==> src/design/pfw_pkg.sv <==
// shared types, character codes and helpers for the paragraph fill block
`timescale 1ns / 1ps

package pfw_pkg;

    // default word buffer depth
    localparam int WORD_CAP_DEF = 48;

    // field widths
    localparam int CHAR_W = 8;
    localparam int COL_W  = 10;
    localparam int LINE_W = 11;

    // line length ceiling
    localparam logic [LINE_W-1:0] LINE_MAX = 11'd2047;

    // register reset values
    localparam logic [COL_W-1:0] FILL_RESET  = 10'd72;
    localparam logic [COL_W-1:0] START_RESET = 10'd0;

    // register indexes
    localparam logic REG_FILL  = 1'b0;
    localparam logic REG_START = 1'b1;

    // character codes
    localparam logic [CHAR_W-1:0] CH_TAB    = 8'd9;
    localparam logic [CHAR_W-1:0] CH_NL     = 8'd10;
    localparam logic [CHAR_W-1:0] CH_SPACE  = 8'd32;
    localparam logic [CHAR_W-1:0] CH_EXCL   = 8'h21;
    localparam logic [CHAR_W-1:0] CH_DQUOTE = 8'h22;
    localparam logic [CHAR_W-1:0] CH_SQUOTE = 8'h27;
    localparam logic [CHAR_W-1:0] CH_RPAREN = 8'h29;
    localparam logic [CHAR_W-1:0] CH_DOT    = 8'h2E;
    localparam logic [CHAR_W-1:0] CH_QUEST  = 8'h3F;
    localparam logic [CHAR_W-1:0] CH_UC_A   = 8'h41;
    localparam logic [CHAR_W-1:0] CH_UC_Z   = 8'h5A;
    localparam logic [CHAR_W-1:0] CH_RBRACK = 8'h5D;
    localparam logic [CHAR_W-1:0] CH_LC_A   = 8'h61;
    localparam logic [CHAR_W-1:0] CH_LC_Z   = 8'h7A;

    // sequencer states
    typedef enum logic [1:0] {
        ST_IDLE,
        ST_PRE,
        ST_WORD,
        ST_NL
    } t_state;

    // what goes out ahead of a word
    typedef enum logic [1:0] {
        PRE_NONE,
        PRE_SPACE,
        PRE_BREAK
    } t_pre;

    // load request into the output register
    typedef struct packed {
        logic              load;
        logic [CHAR_W-1:0] char_val;
        logic              last;
    } t_out_req;

    // separator test
    function automatic logic f_is_sep(input logic [CHAR_W-1:0] ch);
        return (ch == CH_SPACE) || (ch == CH_TAB) || (ch == CH_NL);
    endfunction

    // word ends a sentence: terminal punctuation after lower case or closer,
    // and not opening with a capital
    function automatic logic f_ends_sentence(
        input logic              two_or_more,
        input logic [CHAR_W-1:0] first_ch,
        input logic [CHAR_W-1:0] prev_ch,
        input logic [CHAR_W-1:0] last_ch
    );
        logic term_ok;
        logic prev_ok;
        logic first_ok;
        term_ok  = (last_ch == CH_EXCL) || (last_ch == CH_QUEST) || (last_ch == CH_DOT);
        prev_ok  = ((prev_ch >= CH_LC_A) && (prev_ch <= CH_LC_Z)) ||
                   (prev_ch == CH_DQUOTE) || (prev_ch == CH_SQUOTE) ||
                   (prev_ch == CH_RPAREN) || (prev_ch == CH_RBRACK);
        first_ok = (first_ch < CH_UC_A) || (first_ch > CH_UC_Z);
        return two_or_more && term_ok && prev_ok && first_ok;
    endfunction

endpackage

==> src/design/pfw_word_buf.sv <==
// word buffer memory: one write port, one registered read port
`timescale 1ns / 1ps

module pfw_word_buf #(
    parameter int WORD_CAP = pfw_pkg::WORD_CAP_DEF,
    parameter int AW       = (WORD_CAP > 1) ? $clog2(WORD_CAP) : 1
) (
    input  logic                      i_clk,
    input  logic                      i_we,
    input  logic [AW-1:0]             i_waddr,
    input  logic [pfw_pkg::CHAR_W-1:0] i_wdata,
    input  logic                      i_re,
    input  logic [AW-1:0]             i_raddr,
    output logic [pfw_pkg::CHAR_W-1:0] o_rdata
);

    logic [pfw_pkg::CHAR_W-1:0] r_mem [WORD_CAP];
    logic [pfw_pkg::CHAR_W-1:0] r_rdata;

    // write port
    always_ff @(posedge i_clk) begin
        if (i_we) begin
            r_mem[i_waddr] <= i_wdata;
        end
    end

    // read port, data held until the next read
    always_ff @(posedge i_clk) begin
        if (i_re) begin
            r_rdata <= r_mem[i_raddr];
        end
    end

    assign o_rdata = r_rdata;

endmodule

==> src/design/pfw_out_reg.sv <==
// output register between the sequencer and the master stream
`timescale 1ns / 1ps

module pfw_out_reg (
    input  logic                       i_clk,
    input  logic                       i_rst_n,
    input  pfw_pkg::t_out_req          i_req,
    output logic                       o_slot_free,
    output logic                       m_axis_tvalid,
    input  logic                       m_axis_tready,
    output logic [pfw_pkg::CHAR_W-1:0] m_axis_tdata,
    output logic                       m_axis_tlast
);

    logic                       r_valid;
    logic [pfw_pkg::CHAR_W-1:0] r_char;
    logic                       r_last;

    assign o_slot_free = !r_valid || m_axis_tready;

    // valid flag
    always_ff @(posedge i_clk) begin
        if (!i_rst_n) begin
            r_valid <= 1'b0;
        end else if (o_slot_free) begin
            r_valid <= i_req.load;
        end
    end

    // payload
    always_ff @(posedge i_clk) begin
        if (o_slot_free && i_req.load) begin
            r_char <= i_req.char_val;
            r_last <= i_req.last;
        end
    end

    assign m_axis_tvalid = r_valid;
    assign m_axis_tdata  = r_char;
    assign m_axis_tlast  = r_last;

endmodule

==> src/design/pfw_fill_ctrl.sv <==
// fill sequencer: gathers words, decides placement, replays words from the buffer
`timescale 1ns / 1ps

module pfw_fill_ctrl #(
    parameter int WORD_CAP = pfw_pkg::WORD_CAP_DEF,
    parameter int AW       = (WORD_CAP > 1) ? $clog2(WORD_CAP) : 1,
    parameter int CW       = $clog2(WORD_CAP + 1)
) (
    input  logic                       i_clk,
    input  logic                       i_rst_n,
    input  logic [pfw_pkg::COL_W-1:0]  i_fill_col,
    input  logic [pfw_pkg::COL_W-1:0]  i_start_col,
    input  logic                       i_in_valid,
    output logic                       o_in_ready,
    input  logic [pfw_pkg::CHAR_W-1:0] i_in_char,
    input  logic                       i_in_end,
    output logic                       o_mem_we,
    output logic [AW-1:0]              o_mem_waddr,
    output logic                       o_mem_re,
    output logic [AW-1:0]              o_mem_raddr,
    input  logic [pfw_pkg::CHAR_W-1:0] i_mem_rdata,
    input  logic                       i_slot_free,
    output pfw_pkg::t_out_req          o_req
);

    localparam int SUM_W = pfw_pkg::LINE_W + 1;
    localparam logic [CW-1:0] CAP = CW'(WORD_CAP);

    pfw_pkg::t_state r_state, n_state;
    pfw_pkg::t_pre   r_pre;

    logic [CW-1:0]                 r_count;
    logic [pfw_pkg::LINE_W-1:0]    r_ll;
    logic                          r_fp;
    logic                          r_se;
    logic                          r_ps;
    logic                          r_end;
    logic [AW-1:0]                 r_idx;
    logic [pfw_pkg::CHAR_W-1:0]    r_first;
    logic [pfw_pkg::CHAR_W-1:0]    r_prev;
    logic [pfw_pkg::CHAR_W-1:0]    r_last;

    logic                          acc;
    logic                          is_sep;
    logic                          do_flush;
    logic                          do_store;
    logic                          word_held;
    logic [pfw_pkg::LINE_W-1:0]    base_ll;
    logic [SUM_W-1:0]              trial;
    logic                          fits;
    logic [SUM_W-1:0]              ll_plus1;
    logic [pfw_pkg::LINE_W-1:0]    ll_space;
    logic [SUM_W-1:0]              ll_grow;
    logic [pfw_pkg::LINE_W-1:0]    ll_grown;
    logic                          last_char;
    logic [CW-1:0]                 idx_next;

    // input decode
    assign acc       = i_in_valid && o_in_ready;
    assign is_sep    = pfw_pkg::f_is_sep(i_in_char);
    assign word_held = (r_count != '0);
    assign do_flush  = acc && (i_in_end || is_sep);
    assign do_store  = acc && !i_in_end && !is_sep && (r_count < CAP);

    // line length at this item, start column on the first item of a paragraph
    assign base_ll = r_ps ? pfw_pkg::LINE_W'(i_start_col) : r_ll;

    // fit test on the unsaturated sum
    assign trial = SUM_W'(base_ll) + SUM_W'(1) + SUM_W'(r_se) + SUM_W'(r_count);
    assign fits  = (trial <= SUM_W'(i_fill_col)) || (base_ll == '0);

    // saturating growth for a leading space and for the word itself
    assign ll_plus1 = SUM_W'(base_ll) + SUM_W'(1);
    assign ll_space = (ll_plus1 > SUM_W'(pfw_pkg::LINE_MAX)) ? pfw_pkg::LINE_MAX
                                                             : ll_plus1[pfw_pkg::LINE_W-1:0];
    assign ll_grow  = SUM_W'(r_ll) + SUM_W'(r_count);
    assign ll_grown = (ll_grow > SUM_W'(pfw_pkg::LINE_MAX)) ? pfw_pkg::LINE_MAX
                                                            : ll_grow[pfw_pkg::LINE_W-1:0];

    // word replay position
    assign idx_next  = CW'(r_idx) + CW'(1);
    assign last_char = (idx_next == r_count);

    // next state
    always_comb begin
        n_state = r_state;
        case (r_state)
            pfw_pkg::ST_IDLE: begin
                if (do_flush) begin
                    if (word_held) begin
                        n_state = pfw_pkg::ST_PRE;
                    end else if (i_in_end) begin
                        n_state = pfw_pkg::ST_NL;
                    end
                end
            end
            pfw_pkg::ST_PRE: begin
                if (r_pre == pfw_pkg::PRE_NONE || i_slot_free) begin
                    n_state = pfw_pkg::ST_WORD;
                end
            end
            pfw_pkg::ST_WORD: begin
                if (i_slot_free && last_char) begin
                    n_state = r_end ? pfw_pkg::ST_NL : pfw_pkg::ST_IDLE;
                end
            end
            pfw_pkg::ST_NL: begin
                if (i_slot_free) begin
                    n_state = pfw_pkg::ST_IDLE;
                end
            end
            default: n_state = pfw_pkg::ST_IDLE;
        endcase
    end

    // outputs: handshake, memory ports, output load
    always_comb begin
        o_in_ready     = 1'b0;
        o_mem_we       = do_store;
        o_mem_waddr    = r_count[AW-1:0];
        o_mem_re       = 1'b0;
        o_mem_raddr    = '0;
        o_req.load     = 1'b0;
        o_req.char_val = pfw_pkg::CH_NL;
        o_req.last     = 1'b0;
        case (r_state)
            pfw_pkg::ST_IDLE: begin
                o_in_ready = 1'b1;
                // fetch the first character ahead of the replay
                o_mem_re   = do_flush && word_held;
            end
            pfw_pkg::ST_PRE: begin
                o_req.load     = (r_pre != pfw_pkg::PRE_NONE) && i_slot_free;
                o_req.char_val = (r_pre == pfw_pkg::PRE_SPACE) ? pfw_pkg::CH_SPACE
                                                               : pfw_pkg::CH_NL;
            end
            pfw_pkg::ST_WORD: begin
                o_req.load     = i_slot_free;
                o_req.char_val = i_mem_rdata;
                o_req.last     = last_char && !r_end;
                o_mem_re       = i_slot_free && !last_char;
                o_mem_raddr    = idx_next[AW-1:0];
            end
            pfw_pkg::ST_NL: begin
                o_req.load = i_slot_free;
                o_req.last = 1'b1;
            end
            default: begin
                o_in_ready = 1'b0;
            end
        endcase
    end

    // control state
    always_ff @(posedge i_clk) begin
        if (!i_rst_n) begin
            r_state <= pfw_pkg::ST_IDLE;
            r_pre   <= pfw_pkg::PRE_NONE;
            r_count <= '0;
            r_ll    <= '0;
            r_fp    <= 1'b1;
            r_se    <= 1'b0;
            r_ps    <= 1'b1;
            r_end   <= 1'b0;
            r_idx   <= '0;
        end else begin
            r_state <= n_state;
            if (acc) begin
                r_ps  <= 1'b0;
                r_end <= i_in_end;
                if (do_store) begin
                    r_count <= r_count + CW'(1);
                end
                // placement decision when a held word is flushed
                if (do_flush && word_held) begin
                    r_idx <= '0;
                    r_fp  <= 1'b0;
                    r_se  <= pfw_pkg::f_ends_sentence(r_count >= CW'(2), r_first, r_prev,
                                                      r_last);
                    if (fits) begin
                        r_pre <= r_fp ? pfw_pkg::PRE_NONE : pfw_pkg::PRE_SPACE;
                        r_ll  <= r_fp ? base_ll : ll_space;
                    end else begin
                        r_pre <= pfw_pkg::PRE_BREAK;
                        r_ll  <= '0;
                    end
                end else begin
                    r_ll <= base_ll;
                end
            end
            // word replay
            if (r_state == pfw_pkg::ST_WORD && i_slot_free) begin
                if (last_char) begin
                    r_ll    <= ll_grown;
                    r_count <= '0;
                end else begin
                    r_idx <= idx_next[AW-1:0];
                end
            end
            // paragraph end rearms
            if (r_state == pfw_pkg::ST_NL && i_slot_free) begin
                r_ll    <= '0;
                r_fp    <= 1'b1;
                r_se    <= 1'b0;
                r_ps    <= 1'b1;
                r_count <= '0;
            end
        end
    end

    // first, second to last and last stored characters for the sentence test
    always_ff @(posedge i_clk) begin
        if (do_store) begin
            r_last <= i_in_char;
            r_prev <= r_last;
            if (!word_held) begin
                r_first <= i_in_char;
            end
        end
    end

endmodule

==> src/design/paragraph_fill_word_wrap_unit.sv <==
// top level of the greedy paragraph fill block
`timescale 1ns / 1ps

//  channel  | direction | payload                          | handshake
//  s_axis   | in        | tdata: in_char[7:0]; tlast: para_end | tvalid/tready
//  m_axis   | out       | tdata: out_char[7:0]; tlast: out_last | tvalid/tready
//  cfg      | in        | i_cfg_idx 0 fill_column, 1 start_column | i_cfg_we
//
// A word character is written to the word buffer while it has room.
// A separator that ends a held word is accepted, then passes a slot for
// a leading space or break (spent even when none goes out), then one buffer read
// per character; the final item adds the line break.
// Reset is synchronous and active low; the buffer needs no clearing pass.
// A stalled master side holds the replay; the input waits until it is done.

module paragraph_fill_word_wrap_unit #(
    parameter int WORD_CAP = pfw_pkg::WORD_CAP_DEF
) (
    input  logic                       i_clk,
    input  logic                       i_rst_n,
    // configuration writes
    input  logic                       i_cfg_we,
    input  logic                       i_cfg_idx,
    input  logic [pfw_pkg::COL_W-1:0]  i_cfg_data,
    // input characters
    input  logic                       s_axis_tvalid,
    output logic                       s_axis_tready,
    input  logic [pfw_pkg::CHAR_W-1:0] s_axis_tdata,   // [7:0] in_char
    input  logic                       s_axis_tlast,
    // output characters
    output logic                       m_axis_tvalid,
    input  logic                       m_axis_tready,
    output logic [pfw_pkg::CHAR_W-1:0] m_axis_tdata,   // [7:0] out_char
    output logic                       m_axis_tlast
);

    localparam int AW = (WORD_CAP > 1) ? $clog2(WORD_CAP) : 1;
    localparam int CW = $clog2(WORD_CAP + 1);

    logic [pfw_pkg::COL_W-1:0]  r_fill_col;
    logic [pfw_pkg::COL_W-1:0]  r_start_col;

    logic                       mem_we;
    logic [AW-1:0]              mem_waddr;
    logic                       mem_re;
    logic [AW-1:0]              mem_raddr;
    logic [pfw_pkg::CHAR_W-1:0] mem_rdata;
    logic                       slot_free;
    pfw_pkg::t_out_req          out_req;

    // configuration registers
    always_ff @(posedge i_clk) begin
        if (!i_rst_n) begin
            r_fill_col  <= pfw_pkg::FILL_RESET;
            r_start_col <= pfw_pkg::START_RESET;
        end else if (i_cfg_we) begin
            case (i_cfg_idx)
                pfw_pkg::REG_FILL:  r_fill_col  <= i_cfg_data;
                pfw_pkg::REG_START: r_start_col <= i_cfg_data;
                default:            r_fill_col  <= r_fill_col;
            endcase
        end
    end

    pfw_word_buf #(
        .WORD_CAP (WORD_CAP),
        .AW       (AW)
    ) u_word_buf (
        .i_clk   (i_clk),
        .i_we    (mem_we),
        .i_waddr (mem_waddr),
        .i_wdata (s_axis_tdata),
        .i_re    (mem_re),
        .i_raddr (mem_raddr),
        .o_rdata (mem_rdata)
    );

    pfw_fill_ctrl #(
        .WORD_CAP (WORD_CAP),
        .AW       (AW),
        .CW       (CW)
    ) u_fill_ctrl (
        .i_clk       (i_clk),
        .i_rst_n     (i_rst_n),
        .i_fill_col  (r_fill_col),
        .i_start_col (r_start_col),
        .i_in_valid  (s_axis_tvalid),
        .o_in_ready  (s_axis_tready),
        .i_in_char   (s_axis_tdata),
        .i_in_end    (s_axis_tlast),
        .o_mem_we    (mem_we),
        .o_mem_waddr (mem_waddr),
        .o_mem_re    (mem_re),
        .o_mem_raddr (mem_raddr),
        .i_mem_rdata (mem_rdata),
        .i_slot_free (slot_free),
        .o_req       (out_req)
    );

    pfw_out_reg u_out_reg (
        .i_clk         (i_clk),
        .i_rst_n       (i_rst_n),
        .i_req         (out_req),
        .o_slot_free   (slot_free),
        .m_axis_tvalid (m_axis_tvalid),
        .m_axis_tready (m_axis_tready),
        .m_axis_tdata  (m_axis_tdata),
        .m_axis_tlast  (m_axis_tlast)
    );

endmodule

==> config.mk <==
export PLATFORM = sky130hd
export DESIGN_NAME = paragraph_fill_word_wrap_unit
export DESIGN_NICKNAME = d
export VERILOG_FILES = /design/src/design/pfw_pkg.sv /design/src/design/pfw_word_buf.sv /design/src/design/pfw_out_reg.sv /design/src/design/pfw_fill_ctrl.sv /design/src/design/paragraph_fill_word_wrap_unit.sv
export SDC_FILE = /design/constraint.sdc
export NUM_CORES = 1
export LEC_CHECK = 0
export BUFFER_PORTS_ARGS = -buffer_cell sky130_fd_sc_hd__buf_2
export CORE_ASPECT_RATIO = 1.1
export CORE_UTILIZATION = 45
export DETAILED_ROUTE_END_ITERATION = 8
export HOLD_SLACK_MARGIN = 0.08
export PLACE_DENSITY = 0.62
export SYNTH_ARGS = -nofsm -noshare
export SYNTH_HDL_FRONTEND = slang
export SYNTH_SLANG_ARGS = --single-unit
==> constraint.sdc <==
create_clock -name i_clk -period 4.7 [get_ports i_clk]
set_input_delay 0.94 -clock i_clk [delete_from_list [all_inputs] [get_ports i_clk]]
set_output_delay 0.94 -clock i_clk [all_outputs]
set_load 0.02 [all_outputs]
# Word-level counts from Yosys, hierarchy flattened

Memory sizes are Yosys's and may differ from the RTL's. A register that Yosys moved wholly into a read port is not among the register bits.
Cells that the tools add are included.
Widths: inputs -> output; s select.

Add/subtract/negate cells: 6
$mul: 0
Div/mod/pow operators: 0
Magnitude comparators: 9
Equality and inequality tests: 20
Shift operators: 0
Mux-type cells: 36
Bitwise operators: 3
Reduce and logical (&&, ||, !) cells: 47

Operators with widths:

| operator              | number |
|---|---|
| $mux 11               | 9 |
| $mux 6                | 10 |
| $eq 8x6->1 const B    | 7 |
| $gt 12x11->1 const B  | 2 |
| $logic_and 1x1->1     | 17 |
| $eq 8x4->1 const B    | 2 |
| $mux 2                | 8 |
| $pmux 8 s2            | 1 |
| $logic_or 1x1->1      | 13 |
| $add 11x1->12 const B | 1 |
| $add 11x6->12         | 1 |
| $add 12x1->12         | 1 |
| $add 12x6->12         | 1 |
| $add 6x1->6 const B   | 2 |
| $le 12x10->1          | 1 |
| $logic_not 11->1      | 1 |
| $eq 8x7->1 const B    | 1 |
| $ge 8x7->1 const B    | 1 |
| $gt 8x7->1 const B    | 1 |
| $le 8x7->1 const B    | 1 |
| $lt 8x7->1 const B    | 1 |
| $ne 2x1->1 const B    | 4 |
| $pmux 2 s4            | 1 |
| $reduce_and 2->1      | 4 |
| 15 further kinds      | 30 |

Register bits: 85
Bits in latches: 0
RAM bits: 384
ROM bits: 0
Input bits: 25
Output and inout bits: 11
Logic and storage cells: 139
Memories: 1

Memory list:

| name             | depth | width | read ports | clocked after Yosys merged registers in | write ports | line               | RTL |
|---|---|---|---|---|---|---|---|
| u_word_buf.r_mem | 48    | 8     | 1          | 1                                       | 1           | pfw_word_buf.sv:17 | `logic [pfw_pkg::CHAR_W-1:0] r_mem [WORD_CAP];` |

# Logic depth before layout (Yosys ltp)

Depth after elaboration: 11
Depth in mapped cells: 24
Gate-level depth less buffers: 21

# Cells and area by module

A second synthesis with hierarchy kept.

Cells, all modules: 1387
Area total of the unflattened synthesis: 20837.5 um^2

Modules (own cells, without submodules):

| module                        | times used | cells an instance | area each (um^2) | sequential area each (um^2) |
|---|---|---|---|---|
| pfw_word_buf                  | 1          | 793               | 15429.8          | 11771.3 |
| pfw_fill_ctrl                 | 1          | 501               | 4311.6           | 1341.3 |
| paragraph_fill_word_wrap_unit | 1          | 79                | 768.2            | 400.4 |
| pfw_out_reg                   | 1          | 14                | 327.8            | 290.3 |

# Least setup slack after synthesis

No wires, ideal clock.

Path type: flip-flop to flip-flop
Start: register u_fill_ctrl.r_ps
End: register u_fill_ctrl.r_ll[8] (netlist bit)
Library setup time: 120 ps
Arrival: 4555 ps
Path slack: 25 ps
Stages on the path, launching flop included: 25
Path buffers: 3
Clock period less this slack: 4675 ps
Cell sequence: dfxtp_1 buf_6 buf_12 buf_2 mux2i_1 inv_1 ha_1 nand2b_2 nor2b_1 xnor2_1 ha_1 o21a_1 o31a_1 o21a_1 nor2_1 xnor2_1 ha_1 o21ai_0 o21ai_0 nor2_1 a211o_1 and4b_1 mux2_4 o221a_1 o31a_1

Cells in the longest elaborated chain, start to end: 11
Elaborated cells on any way between the ends: 15
Those cells by class: add/sub: 3; order compare: 2; mux: 8; reduce/logical: 2

Ends and longest elaborated chain:

| item                     | line                                     | RTL |
|---|---|---|
| start: declaration       | pfw_fill_ctrl.sv:36                      | `logic r_ps;` |
| start signal: assignment | pfw_fill_ctrl.sv:163                     | `r_ps <= 1'b1;` |
| start signal: assignment | pfw_fill_ctrl.sv:169                     | `r_ps <= 1'b0;` |
| start signal: assignment | pfw_fill_ctrl.sv:205                     | `r_ps <= 1'b1;` |
| $mux 11 *                | pfw_fill_ctrl.sv:66                      | `assign base_ll = r_ps ? pfw_pkg::LINE_W'(i_start_col) : r_ll;` |
| $add 11x1->12            | pfw_fill_ctrl.sv:69, pfw_fill_ctrl.sv:73 |  |
| $add 12x1->12            | pfw_fill_ctrl.sv:69                      | `assign trial = SUM_W'(base_ll) + SUM_W'(1) + SUM_W'(r_se) + SUM_W'(r_count);` |
| $add 12x6->12            | pfw_fill_ctrl.sv:69                      |  |
| $le 12x10->1             | pfw_fill_ctrl.sv:70                      | `assign fits = (trial <= SUM_W'(i_fill_col)) \|\| (base_ll == '0);` |
| $logic_or 1x1->1         | pfw_fill_ctrl.sv:70                      |  |
| $mux 11                  | pfw_fill_ctrl.sv:180                     | `if (fits) begin` |
| $mux 11 *                | pfw_fill_ctrl.sv:175                     | `if (do_flush && word_held) begin` |
| $mux 11 *                | pfw_fill_ctrl.sv:168                     | `if (acc) begin` |
| $mux 11                  | pfw_fill_ctrl.sv:193                     | `if (last_char) begin` |
| $mux 11 *                | pfw_fill_ctrl.sv:192                     | `if (r_state == pfw_pkg::ST_WORD && i_slot_free) begin` |
| end signal: assignment   | pfw_fill_ctrl.sv:182                     | `r_ll <= r_fp ? base_ll : ll_space;` |
| end signal: assignment   | pfw_fill_ctrl.sv:188                     | `r_ll <= base_ll;` |
| end signal: assignment   | pfw_fill_ctrl.sv:194                     | `r_ll <= ll_grown;` |
| end: declaration         | pfw_fill_ctrl.sv:33                      | `logic [pfw_pkg::LINE_W-1:0] r_ll;` |

Every way passes the cells marked *; elsewhere a longest branch is shown, timed or not.
A chain may end at the register's enable or synchronous reset.

# Worst setup path after layout

Same ends and word-level chain as after synthesis.

==> run_results.csv <==
group,metric,value,unit
timing,rsz0062_at_grt,"no",
timing,slew_headroom,24.3,%
routing,viasPerCell,5.81,
critical_path,crit_fanout,22,
routing,dr.first_iter.drc_count,1438,
place,port_buffers,35,
place,place_congestion,0.901,
routing,drc,0,
worst_hold_path,hold_start,"u_fill_ctrl.r_last[6]",
critical_path,worstRegToRegCells,19,
routing,firstDrtPassIters,5,
yosys,yosysWarnings,0,
yosys,seq_area_frac_synth,66.0,%
yosys,synthesis.area,20900,sq um
yosys,syn_inst,1692,
timing,setup_viol,0,
yosys,synth_seq_cells,477,
clocking,hold_buffers,0,
routing,antenna_left,0,
run_status,outcome,"complete, no violations",
die,dieArea,47300,sq um
yosys,synthFlopType,"edfxtp_1",
critical_path,path_cells,"buf_4 -> buf_4 -> mux2_2 -> xor2_1 -> ha_2 -> nor2_1 -> nor2_1 -> o41ai_2 -> nand4bb_1 -> xor2_1 -> ha_1 -> a211oi_1 -> o21ai_1 -> nor2_1 -> a211o_1 -> and4b_1 -> mux2_4 -> o221a_1 -> o31a_1",
layout,fillers,3853,
critical_path,slowest_stage,"mux2_2",
timing,skew,0.0117,ns
power,ir_worst_vdd,0.300,mV
timing,hold_viol,0,
timing,whs,0.461,ns
critical_path,critPathBufInv,2,
critical_path,critPathCaptureType,"flip-flop",
layout,stdcell_count,2366,
clocking,clock-sinks,477,
routing,vias,13700,
power,power.density,453,nW/um^2
routing,routed_wl,52700,um
critical_path,cp.arrival,4.96,ns
global_route,grt_use_total,22.3,%
power,total_power,10.6,mW
critical_path,rr_startpoint,"u_fill_ctrl.r_ps",
place,place_inst,2278,
timing,fin_crit_sh,95.2,%
clocking,clk_path_buf_depth,3,
yosys,synth-async-reset-ratio,0,%
layout,final_cell_area,23400,sq um
timing,slew_violations,0,
worst_hold_path,whs_path_depth,0,
global_route,antenna_found_initial,2,
clocking,clock_latency,0.59,ns
die,core_area,45700,sq um
yosys,synth_area_per_cell,12.4,sq um
global_route,grt_overflow_total,0,
worst_hold_path,whs_endpoint,"u_fill_ctrl.r_prev[6]",
routing,routedWlPerCell,22.3,um
yosys,synth_cell_type_count,78,
die,die_x,208,um
critical_path,crit_top_cell,"nor2_1",
place,dp_hpwl,33100,um
layout,layout-drive-gt1-share,11.1,%
die,ios,36,
clocking,cts_tree,"done",
critical_path,cp_data_required_time,5.18,ns
place,dpl_cell_area,22000,sq um
yosys,synth.net_count,1751,
critical_path,startpoint_type,"flip-flop",
timing,tightest_slew,1.14,ns
global_route,grt_max_degree,124,
power,total_leakage_power,7.88,nW
critical_path,cp_top_family,"compound AO/OA/AOI/OAI gates",
timing,period_minus_slack,4.47,ns
global_route,grt_pass1_vias,13400,
clocking,cts_setup_buffers,0,
critical_path,critPathMaxStageDelay,0.42,ns
clocking,clkSlewWorstSetupHoldPaths,0.06,ns
yosys,synth_edf_count,425,
clocking,h-tree-depth,2,
layout,antenna_cells,0,
run,maxCapViolations,0,
die,start_util,45.8,%
global_route,grt_pass1_wl,80600,um
clocking,cts_resized,0,
critical_path,path_class,"reg2reg",
worst_hold_path,hp-class,"reg2reg",
critical_path,rr_endpoint,"u_fill_ctrl.r_ll[8]",
layout,num-nets-final,1799,
clocking,numCtsBuffers,48,
clocking,root_buffer,"clkbuf_16",
critical_path,r2r_setup_slack,0.23,ns
die,die_y,228,um
timing,fmax,0.223,GHz
layout,area_growth,11.9,%
die,num_rows,82,
timing,finalSetupTns,0,ns
-- logic make-up (layout without fill, tap and decap cells) --
family / count (synthesis) / after routing / share of synthesized area (%)
AO/OA/AOI/OAI: 376 / 376 / 12.2
XOR/XNOR: 37 / 37 / 1.89
adder cells (fa/ha/maj): 34 / 34 / 2.14
buffers and inverters: 136 / 222 / 2.63
flip-flops: 477 / 477 / 66.0
multiplexers: 49 / 49 / 2.47
AND/OR/NAND/NOR: 583 / 583 / 12.7
-- cells in the mapped netlist, types with 4 or more instances --
| cell | number | area, sq um |
|---|---|---|
| o31ai_1 | 7 | 52.6 |
| buf_2 | 6 | 30.0 |
| nand2b_1 | 8 | 50.1 |
| nand3b_1 | 6 | 45.0 |
| nand4_1 | 6 | 37.5 |
| buf_1 | 14 | 52.6 |
| clkbuf_1 | 81 | 304 |
| dfxtp_1 | 52 | 1040 |
| mux2_2 | 4 | 45.0 |
| o211ai_1 | 8 | 60.1 |
| a21oi_1 | 86 | 430 |
| nor3_1 | 11 | 55.1 |
| edfxtp_1 | 425 | 12800 |
| and2_1 | 14 | 87.6 |
| a31oi_1 | 47 | 294 |
| nor2b_1 | 45 | 282 |
| nand2_1 | 313 | 1170 |
| or3_1 | 4 | 25.0 |
| nor2_1 | 100 | 375 |
| o21a_1 | 6 | 45.0 |
| inv_1 | 32 | 120 |
| nand3_1 | 45 | 225 |
| ha_1 | 31 | 388 |
| o21ai_0 | 32 | 160 |
| o22ai_1 | 34 | 213 |
| xor2_1 | 10 | 87.6 |
| a311oi_1 | 54 | 473 |
| o221ai_1 | 6 | 52.6 |
| mux2i_1 | 42 | 420 |
| a211oi_1 | 63 | 473 |
| xnor2_1 | 22 | 193 |
-- cells in the final DEF, fill, tap and decap left out, types with 45 or more instances in the layout --
master and count:
edfxtp_1 425, nand2_1 312, nor2_1 100, a21oi_1 85
buf_4 66, a211oi_1 63, a311oi_1 54, dfxtp_1 51
clkbuf_16 49, a31oi_1 47, nand3_1 45
-- flip-flops by register name (all words and copies together), names as in the netlist, 6 cells and up --
signal                   cells
u_fill_ctrl.r_idx            6
u_word_buf.o_rdata           8
r_fill_col                  10
u_fill_ctrl.o_mem_waddr      6
r_start_col                 10
u_fill_ctrl.r_prev           8
u_fill_ctrl.r_first          8
u_out_reg.m_axis_tdata       8
u_word_buf.r_mem           384
u_fill_ctrl.r_last           8
u_fill_ctrl.r_ll            11
-- cell type report --
class / count / area, sq um / share of cell area [%]
Inverter: 32 / 120 / 0.513
Clock buffer: 57 / 1260 / 5.37
Timing Repair Buffer: 102 / 691 / 2.95
Tap cell: 588 / 736 / 3.15
Sequential cell: 477 / 13800 / 59.0
Clock inverter: 31 / 154 / 0.658
Multi-Input combinational cell: 1079 / 6630 / 28.3
-- worst max-delay path by stage --
stage                          endpoint        startpoint  slack [ns]  cells past startpoint
floorplan           u_fill_ctrl.r_ll[8]  u_fill_ctrl.r_ps        0.03                     24
global placement    u_fill_ctrl.r_ll[8]  u_fill_ctrl.r_ps        0.28                     19
detailed placement  u_fill_ctrl.r_ll[8]  u_fill_ctrl.r_ps        0.24                     19
CTS                 u_fill_ctrl.r_ll[8]  u_fill_ctrl.r_ps        0.21                     19
global route        u_fill_ctrl.r_ll[8]  u_fill_ctrl.r_ps      0.0002                     19
finish              u_fill_ctrl.r_ll[8]  u_fill_ctrl.r_ps        0.23                     19
-- worst register-to-register path: stages, from the launching register on --
cell and delay, ns:
dfxtp_1 0.39, buf_4 0.18, buf_4 0.27, mux2_2 0.43, xor2_1 0.16, ha_2 0.36
nor2_1 0.06, nor2_1 0.13, o41ai_2 0.09, nand4bb_1 0.21, xor2_1 0.19, ha_1 0.32
a211oi_1 0.08, o21ai_1 0.10, nor2_1 0.06, a211o_1 0.31, and4b_1 0.21, mux2_4 0.33
o221a_1 0.27, o31a_1 0.23
-- per-stage QoR --
step / worst slack [ns] / util (%)
global route: 0.000184 / 51.2
floorplan: 0.0254 / -
global placement: 0.284 / 48.1
finish: 0.225 / 51.2
CTS: 0.207 / 51.2
detailed placement: 0.241 / 48.1
-- power breakdown --
group	switching [mW]	total (mW)	internal, mW
sequential	0.139	4.92	4.78
clock	1.62	3.52	1.90
combinational	1.42	2.15	0.737
total	3.17	10.6	7.42
-- layer usage --
metal | wire (um) | global-route usage, %
met1 | 23300 | 30.9
met2 | 24300 | 35.2
met3 | 3300 | 3.68
met4 | 1680 | 8.26
met5 | 0 | 0
No activity file was read; power rests on OpenSTA's default activity.
